## src/rtl/terminal_line_editor_top_defines.svh

```systemverilog
// Assertion macros used by the RTL controller of the terminal line editor.
`ifndef TERMINAL_LINE_EDITOR_TOP_DEFINES_SVH
`define TERMINAL_LINE_EDITOR_TOP_DEFINES_SVH

// Sampling clock and reset qualifier used by every concurrent check.
`define TLE_CLK_RST @(posedge clk_i) disable iff (!rst_ni)

// A labeled concurrent assertion that reports through $error.
`define TLE_ASSERT(label, prop, msg) \
  label: assert property (`TLE_CLK_RST prop) else $error(msg);

`endif

```

## src/rtl/tle_pkg.sv

```systemverilog
`timescale 1ns / 1ps
`default_nettype none
package tle_pkg;

  localparam int unsigned LINE_LENGTH_DEFAULT = 64;

  localparam logic [7:0] KEY_EOF    = 8'd4;
  localparam logic [7:0] KEY_BS     = 8'd8;
  localparam logic [7:0] KEY_NL     = 8'd10;
  localparam logic [7:0] KEY_KILL   = 8'd21;
  localparam logic [7:0] KEY_WERASE = 8'd23;
  localparam logic [7:0] KEY_DEL    = 8'd127;
  localparam logic [7:0] KEY_SPACE  = 8'd32;
  localparam logic [7:0] KEY_TILDE  = 8'd126;

  typedef enum logic [2:0] {
    ACT_CHAR    = 3'd0,
    ACT_NEWLINE = 3'd1,
    ACT_ERASE   = 3'd2,
    ACT_KILL    = 3'd3,
    ACT_BEEP    = 3'd4,
    ACT_END     = 3'd5
  } echo_action_e;

  typedef enum logic [2:0] {
    KC_NL,
    KC_EOF,
    KC_KILL,
    KC_ERASE,
    KC_WERASE,
    KC_PRINT,
    KC_OTHER
  } key_class_e;

  typedef enum logic [1:0] {
    CUR_HOLD,
    CUR_CLEAR,
    CUR_INC,
    CUR_DEC
  } cur_op_e;

  typedef enum logic [1:0] {
    ST_IDLE,
    ST_SPACES,
    ST_WORD,
    ST_PUT
  } tle_state_e;

  typedef struct packed {
    logic         push;
    echo_action_e act;
    logic         last;
    logic         use_key_q;
    cur_op_e      cur_op;
    logic         wr_en;
    logic         load_key;
    logic         set_finished;
    logic         word_next;
  } ctrl_cmd_t;

  typedef struct packed {
    logic       cur_zero;
    logic       cur_one;
    logic       cur_full;
    logic       rd_space;
    logic       out_free;
    logic       finished;
    key_class_e key_class;
  } ctrl_sts_t;

  function automatic key_class_e classify_key(input logic [7:0] key);
    key_class_e kc;
    if (key == KEY_NL) begin
      kc = KC_NL;
    end else if (key == KEY_EOF) begin
      kc = KC_EOF;
    end else if (key == KEY_KILL) begin
      kc = KC_KILL;
    end else if (key == KEY_BS || key == KEY_DEL) begin
      kc = KC_ERASE;
    end else if (key == KEY_WERASE) begin
      kc = KC_WERASE;
    end else if (key < KEY_SPACE || key > KEY_TILDE) begin
      kc = KC_OTHER;
    end else begin
      kc = KC_PRINT;
    end
    return kc;
  endfunction

endpackage
`default_nettype wire

```

## src/rtl/terminal_line_editor_top.sv

```systemverilog
// Channel   Direction  tdata (low bit up)                  tuser  tlast
// s_axis    in         key_byte[7:0]                       -      -
// m_axis    out        echo_action[2:0], echo_char[10:3]   -      last_of_run
//
// A key other than word erase that gives at most one result is taken, and its result registered, in the same cycle.
// A printable key on a full line gives two results: newline, then the character.
// Word erase steps through ST_SPACES and ST_WORD, one erased character per cycle while
// m_axis accepts results, reading the line store through its single read port.
// Reset needs no clearing pass; only line store data read below the cursor is used.
// A stalled m_axis holds the result and pauses the editor; s_axis waits meanwhile.
`timescale 1ns / 1ps
`default_nettype none
module terminal_line_editor_top #(
  parameter int unsigned LINE_LENGTH = tle_pkg::LINE_LENGTH_DEFAULT
) (
  input  wire logic        clk_i,
  input  wire logic        rst_ni,
  input  wire logic        s_axis_tvalid,
  output logic             s_axis_tready,
  input  wire logic [7:0]  s_axis_tdata,   // key_byte[7:0]
  output logic             m_axis_tvalid,
  input  wire logic        m_axis_tready,
  output logic [15:0]      m_axis_tdata,   // echo_action[2:0], echo_char[10:3], zero[15:11]
  output logic             m_axis_tlast
);
  import tle_pkg::*;

  ctrl_cmd_t  cmd;
  ctrl_sts_t  sts;
  logic [2:0] out_action;
  logic [7:0] out_char;

  tle_ctrl u_ctrl (
    .clk_i     (clk_i),
    .rst_ni    (rst_ni),
    .in_valid_i(s_axis_tvalid),
    .in_ready_o(s_axis_tready),
    .sts_i     (sts),
    .cmd_o     (cmd)
  );

  tle_datapath #(
    .LINE_LENGTH(LINE_LENGTH)
  ) u_datapath (
    .clk_i       (clk_i),
    .rst_ni      (rst_ni),
    .key_i       (s_axis_tdata),
    .cmd_i       (cmd),
    .sts_o       (sts),
    .out_valid_o (m_axis_tvalid),
    .out_ready_i (m_axis_tready),
    .out_action_o(out_action),
    .out_char_o  (out_char),
    .out_last_o  (m_axis_tlast)
  );

  assign m_axis_tdata = {5'd0, out_char, out_action};

endmodule
`default_nettype wire

```

## src/rtl/tle_ram.sv

```systemverilog
`timescale 1ns / 1ps
`default_nettype none
module tle_ram #(
  parameter int unsigned WIDTH = 8,
  parameter int unsigned DEPTH = 64,
  localparam int unsigned AW = (DEPTH > 1) ? $clog2(DEPTH) : 1
) (
  input  wire logic             clk_i,
  input  wire logic             we_i,
  input  wire logic [AW-1:0]    waddr_i,
  input  wire logic [WIDTH-1:0] wdata_i,
  input  wire logic [AW-1:0]    raddr_i,
  output logic      [WIDTH-1:0] rdata_o
);

  logic [WIDTH-1:0] mem_q [DEPTH];
  logic [WIDTH-1:0] rdata_q;

  always_ff @(posedge clk_i) begin
    if (we_i) begin
      mem_q[waddr_i] <= wdata_i;
    end
    rdata_q <= mem_q[raddr_i];
  end

  assign rdata_o = rdata_q;

endmodule
`default_nettype wire

```

## src/rtl/tle_datapath.sv

```systemverilog
`timescale 1ns / 1ps
`default_nettype none
module tle_datapath #(
  parameter int unsigned LINE_LENGTH = tle_pkg::LINE_LENGTH_DEFAULT
) (
  input  wire logic               clk_i,
  input  wire logic               rst_ni,
  input  wire logic [7:0]         key_i,
  input  wire tle_pkg::ctrl_cmd_t cmd_i,
  output tle_pkg::ctrl_sts_t      sts_o,
  output logic                    out_valid_o,
  input  wire logic               out_ready_i,
  output logic [2:0]              out_action_o,
  output logic [7:0]              out_char_o,
  output logic                    out_last_o
);
  import tle_pkg::*;

  localparam int unsigned STORE_DEPTH = LINE_LENGTH - 1;
  localparam int unsigned ADDR_W = (STORE_DEPTH > 1) ? $clog2(STORE_DEPTH) : 1;
  localparam int unsigned CUR_W = $clog2(LINE_LENGTH);

  logic [CUR_W-1:0] cursor_q, cursor_d;
  logic             finished_q, finished_d;
  logic [7:0]       key_q;
  logic [7:0]       sel_key;
  logic [CUR_W-1:0] rd_ptr;
  logic [7:0]       rdata;
  logic             out_valid_q;
  echo_action_e     act_q;
  logic [7:0]       char_q;
  logic             last_q;

  assign sel_key = cmd_i.use_key_q ? key_q : key_i;

  always_comb begin
    case (cmd_i.cur_op)
      CUR_CLEAR: cursor_d = '0;
      CUR_INC:   cursor_d = cursor_q + CUR_W'(1);
      CUR_DEC:   cursor_d = cursor_q - CUR_W'(1);
      default:   cursor_d = cursor_q;
    endcase
  end

  assign finished_d = finished_q | cmd_i.set_finished;
  assign rd_ptr = cursor_d - (cmd_i.word_next ? CUR_W'(2) : CUR_W'(1));

  always_ff @(posedge clk_i or negedge rst_ni) begin
    if (!rst_ni) begin
      cursor_q    <= '0;
      finished_q  <= 1'b0;
      out_valid_q <= 1'b0;
    end else begin
      cursor_q   <= cursor_d;
      finished_q <= finished_d;
      if (cmd_i.push) begin
        out_valid_q <= 1'b1;
      end else if (out_ready_i) begin
        out_valid_q <= 1'b0;
      end
    end
  end

  always_ff @(posedge clk_i) begin
    if (cmd_i.load_key) begin
      key_q <= key_i;
    end
    if (cmd_i.push) begin
      act_q  <= cmd_i.act;
      char_q <= (cmd_i.act == ACT_CHAR) ? sel_key : 8'd0;
      last_q <= cmd_i.last;
    end
  end

  tle_ram #(
    .WIDTH(8),
    .DEPTH(STORE_DEPTH)
  ) u_store (
    .clk_i  (clk_i),
    .we_i   (cmd_i.wr_en),
    .waddr_i(cursor_q[ADDR_W-1:0]),
    .wdata_i(sel_key),
    .raddr_i(rd_ptr[ADDR_W-1:0]),
    .rdata_o(rdata)
  );

  always_comb begin
    sts_o.cur_zero  = (cursor_q == '0);
    sts_o.cur_one   = (cursor_q == CUR_W'(1));
    sts_o.cur_full  = (cursor_q >= CUR_W'(LINE_LENGTH - 1));
    sts_o.rd_space  = (rdata == KEY_SPACE);
    sts_o.out_free  = !out_valid_q || out_ready_i;
    sts_o.finished  = finished_q;
    sts_o.key_class = classify_key(key_i);
  end

  assign out_valid_o  = out_valid_q;
  assign out_action_o = act_q;
  assign out_char_o   = char_q;
  assign out_last_o   = last_q;

endmodule
`default_nettype wire

```

## src/rtl/tle_ctrl.sv

```systemverilog
`timescale 1ns / 1ps
`default_nettype none
`include "terminal_line_editor_top_defines.svh"
module tle_ctrl (
  input  wire logic               clk_i,
  input  wire logic               rst_ni,
  input  wire logic               in_valid_i,
  output logic                    in_ready_o,
  input  wire tle_pkg::ctrl_sts_t sts_i,
  output tle_pkg::ctrl_cmd_t      cmd_o
);
  import tle_pkg::*;

  tle_state_e state_q, state_d;

  always_ff @(posedge clk_i or negedge rst_ni) begin
    if (!rst_ni) begin
      state_q <= ST_IDLE;
    end else begin
      state_q <= state_d;
    end
  end

  always_comb begin
    state_d    = state_q;
    in_ready_o = 1'b0;
    cmd_o      = '0;
    cmd_o.act  = ACT_CHAR;
    cmd_o.cur_op = CUR_HOLD;
    case (state_q)
      ST_IDLE: begin
        in_ready_o = sts_i.out_free;
        if (in_valid_i && sts_i.out_free && !sts_i.finished) begin
          case (sts_i.key_class)
            KC_NL: begin
              cmd_o.push   = 1'b1;
              cmd_o.act    = ACT_NEWLINE;
              cmd_o.last   = 1'b1;
              cmd_o.cur_op = CUR_CLEAR;
            end
            KC_EOF: begin
              if (sts_i.cur_zero) begin
                cmd_o.push         = 1'b1;
                cmd_o.act          = ACT_END;
                cmd_o.last         = 1'b1;
                cmd_o.set_finished = 1'b1;
              end
            end
            KC_KILL: begin
              cmd_o.push   = 1'b1;
              cmd_o.act    = ACT_KILL;
              cmd_o.last   = 1'b1;
              cmd_o.cur_op = CUR_CLEAR;
            end
            KC_ERASE: begin
              if (!sts_i.cur_zero) begin
                cmd_o.push   = 1'b1;
                cmd_o.act    = ACT_ERASE;
                cmd_o.last   = 1'b1;
                cmd_o.cur_op = CUR_DEC;
              end
            end
            KC_WERASE: begin
              state_d = ST_SPACES;
            end
            KC_PRINT: begin
              if (sts_i.cur_full) begin
                cmd_o.push     = 1'b1;
                cmd_o.act      = ACT_NEWLINE;
                cmd_o.cur_op   = CUR_CLEAR;
                cmd_o.load_key = 1'b1;
                state_d        = ST_PUT;
              end else begin
                cmd_o.push   = 1'b1;
                cmd_o.act    = ACT_CHAR;
                cmd_o.last   = 1'b1;
                cmd_o.wr_en  = 1'b1;
                cmd_o.cur_op = CUR_INC;
              end
            end
            default: begin
              cmd_o.push = 1'b1;
              cmd_o.act  = ACT_BEEP;
              cmd_o.last = 1'b1;
            end
          endcase
        end
      end
      ST_SPACES: begin
        if (sts_i.cur_zero) begin
          state_d = ST_IDLE;
        end else if (sts_i.rd_space) begin
          if (sts_i.out_free) begin
            cmd_o.push   = 1'b1;
            cmd_o.act    = ACT_ERASE;
            cmd_o.last   = sts_i.cur_one;
            cmd_o.cur_op = CUR_DEC;
            if (sts_i.cur_one) begin
              state_d = ST_IDLE;
            end
          end
        end else begin
          state_d = ST_WORD;
        end
      end
      ST_WORD: begin
        if (sts_i.out_free) begin
          cmd_o.push   = 1'b1;
          cmd_o.act    = ACT_ERASE;
          cmd_o.last   = sts_i.cur_one || sts_i.rd_space;
          cmd_o.cur_op = CUR_DEC;
          if (sts_i.cur_one || sts_i.rd_space) begin
            state_d = ST_IDLE;
          end
        end
      end
      ST_PUT: begin
        if (sts_i.out_free) begin
          cmd_o.push      = 1'b1;
          cmd_o.act       = ACT_CHAR;
          cmd_o.last      = 1'b1;
          cmd_o.use_key_q = 1'b1;
          cmd_o.wr_en     = 1'b1;
          cmd_o.cur_op    = CUR_INC;
          state_d         = ST_IDLE;
        end
      end
      default: begin
        state_d = ST_IDLE;
      end
    endcase
    // While erasing a word, the store read runs one character ahead of the cursor.
    cmd_o.word_next = (state_d == ST_WORD);
  end

  `TLE_ASSERT(a_word_not_empty, (state_q == ST_WORD) |-> !sts_i.cur_zero, "word erase on empty line")
  `TLE_ASSERT(a_push_when_free, cmd_o.push |-> sts_i.out_free, "result pushed into full output")
  `TLE_ASSERT(a_put_at_start, (state_q == ST_PUT) |-> sts_i.cur_zero, "wrapped char not at line start")
  `TLE_ASSERT(a_quiet_after_end, sts_i.finished |-> !cmd_o.push || (state_q != ST_IDLE), "result after end")
  `TLE_ASSERT(a_end_sets_finished, (cmd_o.push && cmd_o.act == ACT_END) |=> sts_i.finished, "end did not stick")

endmodule
`default_nettype wire

```

## config.mk

```make
export PLATFORM = sky130hd
export DESIGN_NAME = terminal_line_editor_top
export DESIGN_NICKNAME = d
export VERILOG_FILES = /design/src/rtl/tle_pkg.sv /design/src/rtl/terminal_line_editor_top.sv /design/src/rtl/tle_ram.sv /design/src/rtl/tle_datapath.sv /design/src/rtl/tle_ctrl.sv
export VERILOG_INCLUDE_DIRS = /design/src /design/src/rtl
export SDC_FILE = /design/constraint.sdc
export NUM_CORES = 1
export LEC_CHECK = 0
export ABC_AREA = 1
export BUFFER_PORTS_ARGS = -buffer_cell sky130_fd_sc_hd__clkbuf_2
export CORE_AREA = 2 2 237 169
export CTS_BUF_LIST = sky130_fd_sc_hd__clkbuf_16
export CTS_CLUSTER_DIAMETER = 120
export CTS_CLUSTER_SIZE = 10
export DETAILED_ROUTE_END_ITERATION = 6
export DIE_AREA = 0 0 239 171
export PLACE_DENSITY = 0.87
export SYNTH_ARGS = -nofsm -noshare
export SYNTH_HDL_FRONTEND = slang
export SYNTH_SLANG_ARGS = --single-unit
```

## constraint.sdc

```tcl
create_clock -name clk_i -period 5.86 [get_ports clk_i]
set_clock_uncertainty 0.1 [all_clocks]
set_input_delay 0.586 -clock clk_i [delete_from_list [all_inputs] [get_ports clk_i]]
set_output_delay 0.586 -clock clk_i [all_outputs]
set_load 0.01 [all_outputs]
```

==> out/qor.log, run 1 <==
INFO  run_status     outcome=complete, no violations
INFO  final_layout   seqCellArea=16150um^2
INFO  die            fp.dieH=171um
INFO  synth          postSynthAreaPerCell=12.17um^2
INFO  min_path       worstHoldPathType=input port to flip-flop
INFO  synth          synth_enable_flop_cells=524
INFO  final_layout   drive_gt1_share=8.159%
INFO  synth          post_synth_most_frequent_cells=sky130_fd_sc_hd__nand2_1, sky130_fd_sc_hd__edfxtp_1, sky130_fd_sc_hd__nand3_1, sky130_fd_sc_hd__a21oi_1, sky130_fd_sc_hd__a32o_1
INFO  synth          post_synth_num_cell_types=47
INFO  timing         slew_headroom=16.85%
INFO  global_route   global_route.overflow_total=0
INFO  clock_tree     resized_after_cts=0
INFO  critical_path  cp_max_fo=96
INFO  synth          yosys.area_share.simple=16.07%
INFO  critical_path  end_of_the_worst_register_to_register_path=u_datapath.u_store.rdata_o[2]$_DFF_P_
INFO  final_layout   combined_area_of_the_multi_input_logic_cells=6027um^2
INFO  clock_tree     reg_clk_slew_reported_paths=0.06ns
INFO  detailed_routing wl_per_cell=22.99um
INFO  detailed_routing final_antenna_net_count=0
INFO  timing         final_number_of_hold_violating_endpoints=0
INFO  die            core=38920um^2
INFO  min_path       start_point_of_the_worst_min_delay_path=s_axis_tdata[6]
INFO  critical_path  worst_r2r_path_depth=23
INFO  clock_tree     cts_buffers=60
INFO  timing         setup_viol_count_final=0
INFO  detailed_routing drt-total-wl=55.55mm
INFO  die            die_w=239um
INFO  synth          synth_flop_cell=sky130_fd_sc_hd__edfxtp_1
INFO  critical_path  worst-endpoint-arrival=5.70ns
INFO  clock_tree     max-clock-path-buffers=3
INFO  synth          synth.area.top_cells=sky130_fd_sc_hd__edfxtp_1, sky130_fd_sc_hd__nand2_1, sky130_fd_sc_hd__a32o_1
INFO  synth          synth_largest_area_cell=sky130_fd_sc_hd__edfxtp_1
INFO  die            io-pin-count=31
INFO  critical_path  crit_reg_reg_startpoint=u_ctrl.state_q[1]$_DFF_PN0_
INFO  clock_tree     clkLatencyLatePin=0.61ns
INFO  place          hpwlAfterDp=32.59mm
INFO  timing         timing_max_transition_violations_final=0
INFO  critical_path  timing.critical_path.from_type=flip-flop
INFO  critical_path  critPathRequiredTime=6.31ns
INFO  place          placement.setup.worst_slack=0.7109ns
INFO  synth          synthesis.instances=1881
INFO  min_path       worstHoldEndpoint=u_datapath.key_q[6]$_DFFE_PP_
INFO  clock_tree     buffer_type_at_the_clock_tree_root=sky130_fd_sc_hd__clkbuf_16
INFO  synth          synthesized_area_fraction_occupied_by_adder_cells=0.6341%
INFO  pwr            leakage_power_figure=9.193nW
INFO  synth          yosys_warnings=0
INFO  synth          yosys.area.top_type_share=68.75%
INFO  timing         final.min_clock_period=5.246ns
INFO  final_layout   final_core_utilization=64.44%
INFO  synth          synth_compound_gate_area_share=9.124%
INFO  detailed_routing detail_route.drc_violations=0
INFO  global_route   global_route.usage.total=27.48%
INFO  global_route   grt_pass1_vias=15240
INFO  critical_path  regToRegSetupSlack=0.61ns
INFO  critical_path  critical_path.endpoint_type=flip-flop
INFO  critical_path  path_class=flip-flop to flip-flop
INFO  synth          xor_xnor_fraction_of_synth_area=0.3335%
INFO  clock_tree     cts_num_sinks=542
INFO  timing         tightest_slew=1.247ns
INFO  place          io_buffers=25
INFO  detailed_routing drt_first_iter_violations=2375
INFO  timing         achievable-frequency=190.6MHz
INFO  pwr            power-per-cell-area=305.3nW/um^2
INFO  final_layout   insertedDiodeCount=0
INFO  timing         slack_of_the_critical_path=0.6143ns
INFO  timing         fin_crit_sh=89.52%
INFO  synth          share_of_cell_area_taken_by_muxes_after_synthesis=0%
INFO  detailed_routing post_drt_via_cell_ratio=6.476
INFO  synth          post_synth_instance_area=22890um^2
INFO  place          gp_congestion=0.8688
INFO  die            fp-row-count=61
INFO  global_route   wire_length_of_the_first_global_routing_pass=85.45mm
INFO  final_layout   finalNetCount=1898
INFO  die            die_area=40870um^2
INFO  clock_tree     tritoncts=built
INFO  pwr            irDropWorstVdd=0.2686mV
INFO  detailed_routing first_pass_iters=6
INFO  min_path       min_delay_path_depth=1
INFO  global_route   grt_antenna_before_repair=2
INFO  global_route   grt_max_degree=97
INFO  synth          flip_flop_and_latch_count_after_synthesis=542
INFO  detailed_routing total_via_count_after_detailed_routing=15650
INFO  timing         unrepaired_setup_endpoints_after_global_routing=false
INFO  final_layout   n_fill_cell=2671
INFO  synth          synthMostInstantiatedCell=sky130_fd_sc_hd__nand2_1
INFO  final_layout   areaGrowthSynthToFinish=9.583%
INFO  synth          synth_top_family_by_area=simple AND/OR/NAND/NOR gates
INFO  clock_tree     htree_num_levels=2
INFO  timing         timing.setup.tns=0ns
INFO  synth          synth_async_sr_flop_share=1.845%
INFO  synth          sequential_share_of_the_synthesized_area=70.54%
INFO  run            maxCapViolations=0
INFO  die            start_util=58.80%
## state kept, by name, indices dropped and copies added (netlist names), 2 cells and up
signal / count
u_datapath.u_store.mem_q: 504
u_datapath.u_store.rdata_o: 8
u_datapath.cursor_q: 6
u_datapath.key_q: 8
u_datapath.out_char_o: 8
u_ctrl.state_q: 2
u_datapath.out_action_o: 3
## power by group
part	internal, mW	switching [mW]	leakage [nW]	total, mW
sequential	4.25	0	4.90	4.25
clock	1.86	1.47	0.962	3.32
combinational	0.00838	0.0752	3.33	0.0836
## how the worst max path moves through the flow
stage / slack (ns) / cells past startpoint / end / from
3_3_place_gp: 0.85 / 24 / u_datapath.u_store.rdata_o[2]$_DFF_P_ / m_axis_tready
4_1_cts: 0.69 / 23 / u_datapath.u_store.rdata_o[2]$_DFF_P_ / u_ctrl.state_q[1]$_DFF_PN0_
6_report: 0.61 / 23 / u_datapath.u_store.rdata_o[2]$_DFF_P_ / u_ctrl.state_q[1]$_DFF_PN0_
3_5_place_dp: 0.71 / 24 / u_datapath.u_store.rdata_o[1]$_DFF_P_ / s_axis_tdata[2]
2_1_floorplan: 2.00 / 18 / u_datapath.u_store.rdata_o[0]$_DFF_P_ / u_ctrl.state_q[1]$_DFF_PN0_
5_1_grt: 0.35 / 23 / u_datapath.u_store.rdata_o[0]$_DFF_P_ / u_ctrl.state_q[1]$_DFF_PN0_
## routing by layer
layer,GRT usage [%],wire length (um),vias to the layer above
met2,41.92,24940,1117
li1,-,-,6820
met3,6.841,7060,178
met5,0,13,-
met4,10.05,1826,2
met1,38.69,21710,7528
## logic make-up after synthesis
logic type / Yosys count
AOI/OAI and AO/OA: 290
xor gates and xnor gates: 7
adders and majority gates: 11
buffers and inverters: 172
DFF: 542
other: 1
and+or+nand+nor: 858
## placed cells by master (no fill, tap or decap), types with 2 or more instances in the layout
cell type	n
sky130_fd_sc_hd__inv_16	2
sky130_fd_sc_hd__nand4_1	6
sky130_fd_sc_hd__nand3_2	4
sky130_fd_sc_hd__nor4_1	2
sky130_fd_sc_hd__conb_1	5
sky130_fd_sc_hd__dfxtp_1	8
sky130_fd_sc_hd__inv_6	2
sky130_fd_sc_hd__edfxtp_1	524
sky130_fd_sc_hd__a21oi_1	142
sky130_fd_sc_hd__inv_2	13
sky130_fd_sc_hd__nand3_1	173
sky130_fd_sc_hd__nand2_1	534
sky130_fd_sc_hd__clkbuf_2	25
sky130_fd_sc_hd__a32o_1	120
sky130_fd_sc_hd__dfrtp_1	10
sky130_fd_sc_hd__nand2_4	5
sky130_fd_sc_hd__nand3_4	3
sky130_fd_sc_hd__nand4_2	3
sky130_fd_sc_hd__nor2_4	3
sky130_fd_sc_hd__nand4_4	2
sky130_fd_sc_hd__nand2_2	8
sky130_fd_sc_hd__inv_1	77
sky130_fd_sc_hd__xor2_2	2
sky130_fd_sc_hd__buf_4	10
sky130_fd_sc_hd__nor3_1	4
sky130_fd_sc_hd__ha_1	9
sky130_fd_sc_hd__nor2_1	108
sky130_fd_sc_hd__clkbuf_16	61
sky130_fd_sc_hd__o21ai_0	17
sky130_fd_sc_hd__xor2_1	5
sky130_fd_sc_hd__buf_12	7
## metrics by stage
step	cell area [um^2]	hold slack, ns	cells	total power, mW
after floorplan	22900	0.1904	1885	4.370
after global placement	23360	0.3644	2316	4.407
after detailed placement	23360	0.3667	2316	4.412
after CTS	25080	0.08490	2416	7.668
after global routing	25080	0.09755	2416	7.819
final	25080	0.1055	2416	7.657
## what timing repair did
item,in CTS,in global routing
setup buffers,0,0
hold endpoints to repair,10,0
hold buffers,1,0
## area by class of cell
class | instances | share of cell area [%]
Timing Repair Buffer | 43 | 1.397
Multi-Input combinational cell | 1171 | 24.03
Clock buffer | 61 | 6.086
Tap cell | 504 | 2.514
Sequential cell | 542 | 64.37
Inverter | 57 | 0.8830
Clock inverter | 38 | 0.7183
## critical path, cell delays in order, from the launching register on
cell and delay [ns]:
sky130_fd_sc_hd__dfrtp_1 0.40, sky130_fd_sc_hd__inv_1 0.15, sky130_fd_sc_hd__ha_1 0.37, sky130_fd_sc_hd__nand4_2 0.23, sky130_fd_sc_hd__nor2_1 0.14, sky130_fd_sc_hd__nand2_1 0.09, sky130_fd_sc_hd__nand2_1 0.09, sky130_fd_sc_hd__inv_2 0.05
sky130_fd_sc_hd__nand2_4 0.11, sky130_fd_sc_hd__inv_4 0.07, sky130_fd_sc_hd__nand2_1 0.12, sky130_fd_sc_hd__inv_1 0.06, sky130_fd_sc_hd__a21oi_1 0.26, sky130_fd_sc_hd__ha_4 0.18, sky130_fd_sc_hd__inv_1 0.06, sky130_fd_sc_hd__fa_4 1.10
sky130_fd_sc_hd__buf_12 0.41, sky130_fd_sc_hd__a21oi_1 0.08, sky130_fd_sc_hd__a32o_1 0.26, sky130_fd_sc_hd__nand2_1 0.08, sky130_fd_sc_hd__nand3_1 0.14, sky130_fd_sc_hd__nand3_1 0.20, sky130_fd_sc_hd__nand3_1 0.24, sky130_fd_sc_hd__nand2_1 0.15
No activity file was read; power rests on OpenSTA's default activity.
==> run 2, diff against run 1 <==
BUFFER_PORTS_ARGS = -buffer_cell sky130_fd_sc_hd__buf_4   (was -buffer_cell sky130_fd_sc_hd__clkbuf_2)
CORE_AREA = 2 2 264 188   (was 2 2 237 169)
DIE_AREA = 0 0 266 190   (was 0 0 239 171)
PLACE_DENSITY = 0.74   (was 0.87)
==> run 2 against run 1 <==
Against the previous run:
- wire length rose by 1.6%
- fmax fell by 1.9%
- cell count rose by 5.4%
- worst hold slack got worse by 0.0049 ns
- non-clock buffer count rose by 3
- largest cell class unchanged
- largest power group unchanged
==> out/qor.log, run 2 (synthesis results as in run 1) <==
INFO  die            die_w=266um
INFO  global_route   grtUsageMet1=32.54%
INFO  detailed_routing drt_first_iter_violations=2185
INFO  timing         setup_viol_count_final=0
INFO  global_route   grt_pass1_vias=14510
INFO  clock_tree     tritoncts=built
INFO  detailed_routing detail_route.drc_violations=0
INFO  global_route   grt_max_degree=249
INFO  final_layout   drive_gt1_share=8.299%
INFO  critical_path  critPathRequiredTime=6.25ns
INFO  critical_path  worst-endpoint-arrival=5.73ns
INFO  min_path       worstHoldPathType=input port to flip-flop
INFO  critical_path  path_cells=inv_1 > ha_1 > nand4_2 > inv_2 > nand3_1 > nand2_1 > inv_2 > nand2_4 > inv_4 > nand2_1 > inv_1 > a21oi_1 > ha_4 > inv_1 > fa_4 > inv_1 > nand2_4 > nand2_2 > buf_4 > nand2_1 > nand3_1 > nand3_1 > nand3_1 > nand2_1
INFO  detailed_routing final_antenna_net_count=0
INFO  final_layout   areaGrowthSynthToFinish=10.65%
INFO  timing         tightest_slew=1.413ns
INFO  critical_path  path_class=flip-flop to flip-flop
INFO  die            fp.dieH=190um
INFO  final_layout   finalNetCount=1901
INFO  clock_tree     max-clock-path-buffers=3
INFO  global_route   grt_antenna_before_repair=1
INFO  pwr            power-per-cell-area=302.1nW/um^2
INFO  place          hpwlAfterDp=32.69mm
INFO  pwr            leakage_power_figure=9.222nW
INFO  run            maxCapViolations=0
INFO  global_route   global_route.peak_usage_layer=met1
INFO  final_layout   regMostFlops=u_datapath.u_store.mem_q
INFO  timing         final_number_of_hold_violating_endpoints=0
INFO  critical_path  cp_max_fo=25
INFO  final_layout   commonest_cells_after_routing_fill_and_taps_aside=sky130_fd_sc_hd__nand2_1, sky130_fd_sc_hd__edfxtp_1, sky130_fd_sc_hd__nand3_1, sky130_fd_sc_hd__a21oi_1, sky130_fd_sc_hd__a32o_1
INFO  timing         timing_max_transition_violations_final=0
INFO  global_route   global_route.overflow_total=0
INFO  critical_path  worstSetupStartpoint=u_ctrl.state_q[1]$_DFF_PN0_
INFO  detailed_routing total_via_count_after_detailed_routing=15300
INFO  timing         achievable-frequency=187.1MHz
INFO  global_route   use_met2=31.95%
INFO  pwr            irDropWorstVdd=0.2744mV
INFO  clock_tree     reg_clk_slew_reported_paths=0.06ns
INFO  timing         final.min_clock_period=5.346ns
INFO  critical_path  regToRegSetupSlack=0.51ns
INFO  global_route   wire_length_of_the_first_global_routing_pass=85.55mm
INFO  global_route   global_route.usage.total=22.15%
INFO  critical_path  crit_reg_reg_startpoint=u_ctrl.state_q[1]$_DFF_PN0_
INFO  die            core=48330um^2
INFO  critical_path  critical_path.endpoint_type=flip-flop
INFO  clock_tree     postCtsSetupBuffers=0
INFO  clock_tree     cts_num_sinks=542
INFO  timing         fin_crit_sh=91.23%
INFO  clock_tree     cts_buffers=60
INFO  critical_path  timing.critical_path.slowest_cell_delay=0.56ns
INFO  final_layout   largest_register_ffs=504
INFO  detailed_routing drt-total-wl=56.41mm
INFO  final_layout   final_core_utilization=52.41%
INFO  clock_tree     htree_num_levels=2
INFO  die            fp-row-count=68
INFO  run_status     outcome=complete, no violations
INFO  detailed_routing wl_per_cell=22.16um
INFO  critical_path  worst_r2r_path_depth=24
INFO  detailed_routing post_drt_via_cell_ratio=6.011
INFO  place          placement_cell_area=23610um^2
INFO  timing         unrepaired_setup_endpoints_after_global_routing=false
INFO  detailed_routing first_pass_iters=5
INFO  final_layout   stdcell_area=25330um^2
INFO  final_layout   layout.cells.most_common=sky130_fd_sc_hd__nand2_1
INFO  final_layout   insertedDiodeCount=0
INFO  global_route   met3_usage=7.028%
INFO  clock_tree     clkLatencyLatePin=0.61ns
INFO  place          gp_congestion=0.8978
INFO  clock_tree     buffer_type_at_the_clock_tree_root=sky130_fd_sc_hd__clkbuf_16
INFO  critical_path  worstSetupEndpoint=u_datapath.u_store.rdata_o[0]$_DFF_P_
INFO  final_layout   n_fill_cell=3957
INFO  critical_path  end_of_the_worst_register_to_register_path=u_datapath.u_store.rdata_o[0]$_DFF_P_
INFO  die            die_area=50540um^2
INFO  die            io-pin-count=31
INFO  critical_path  timing.critical_path.from_type=flip-flop
INFO  place          io_buffers=25
INFO  critical_path  critPathSlowestCell=sky130_fd_sc_hd__nand2_2
INFO  die            start_util=47.36%
INFO  timing         timing.setup.tns=0ns
INFO  timing         slew_headroom=5.823%
## run 2: worst min path at each step
stage / from / end / slack (ns) / depth (start not counted)
2_1_floorplan: rst_ni / u_ctrl.state_q[0]$_DFF_PN0_ / 0.19 / 0
3_3_place_gp: rst_ni / u_ctrl.state_q[0]$_DFF_PN0_ / 0.33 / 1
3_5_place_dp: rst_ni / u_ctrl.state_q[1]$_DFF_PN0_ / 0.33 / 1
4_1_cts: s_axis_tdata[5] / u_datapath.key_q[5]$_DFFE_PP_ / 0.08 / 1
5_1_grt: s_axis_tdata[6] / u_datapath.key_q[6]$_DFFE_PP_ / 0.09 / 1
6_report: s_axis_tdata[5] / u_datapath.key_q[5]$_DFFE_PP_ / 0.10 / 1
## run 2: area by class of cell
type | count | area, um^2 | share of cell area (%)
well taps | 630 | 788.3 | 3.112
repair buffers | 46 | 435.4 | 1.719
clock buffers | 61 | 1526 | 6.027
flip-flops and latches | 542 | 16150 | 63.75
multi-input cells | 1171 | 6027 | 23.80
clock inverters | 39 | 182.7 | 0.7213
inverters | 57 | 221.5 | 0.8744
## run 2: metal layers
layer | wire, um | vias up
met3 | 7001 | 101
met1 | 23760 | 7504
met5 | 0 | -
met2 | 24460 | 873
li1 | - | 6825
met4 | 1189 | 0
## run 2: where the power goes
| part | switching, mW | total [mW] | internal [mW] |
|---|---|---|---|
| clock network | 1.46 | 3.31 | 1.85 |
| registers | 0 | 4.25 | 4.25 |
| logic | 0.0813 | 0.0941 | 0.0128 |
| total | 1.54 | 7.65 | 6.11 |
## run 2: metrics by stage
| step | power, mW | std cells | hold slack [ns] | setup slack, ns |
|---|---|---|---|---|
| floorplan | 4.370 | 1885 | 0.1904 | 1.996 |
| global placement | 4.415 | 2445 | 0.3290 | 0.7099 |
| detailed placement | 4.421 | 2445 | 0.3295 | 0.6414 |
| CTS | 7.673 | 2546 | 0.08166 | 0.6405 |
| global route | 7.836 | 2546 | 0.09014 | 0.2650 |
| finish | 7.651 | 2546 | 0.1007 | 0.5140 |
## run 2: timing repair
action                                 4_1_cts  5_1_grt
setup endpoints to repair                    0        0
endpoints found under the hold margin       10        0
gates resized for setup                      0        0
hold buffers                                 1        0
## run 2: worst max-delay path, delay by kind of cell, from the launching register on
| kind | cells | cell delay [ns] |
|---|---|---|
| and+or+nand+nor | 12 | 2.15 |
| buffers and inverters | 8 | 1.19 |
| AOI/OAI and AO/OA | 1 | 0.25 |
| adders and majority gates | 3 | 1.11 |
| DFF | 1 | 0.39 |
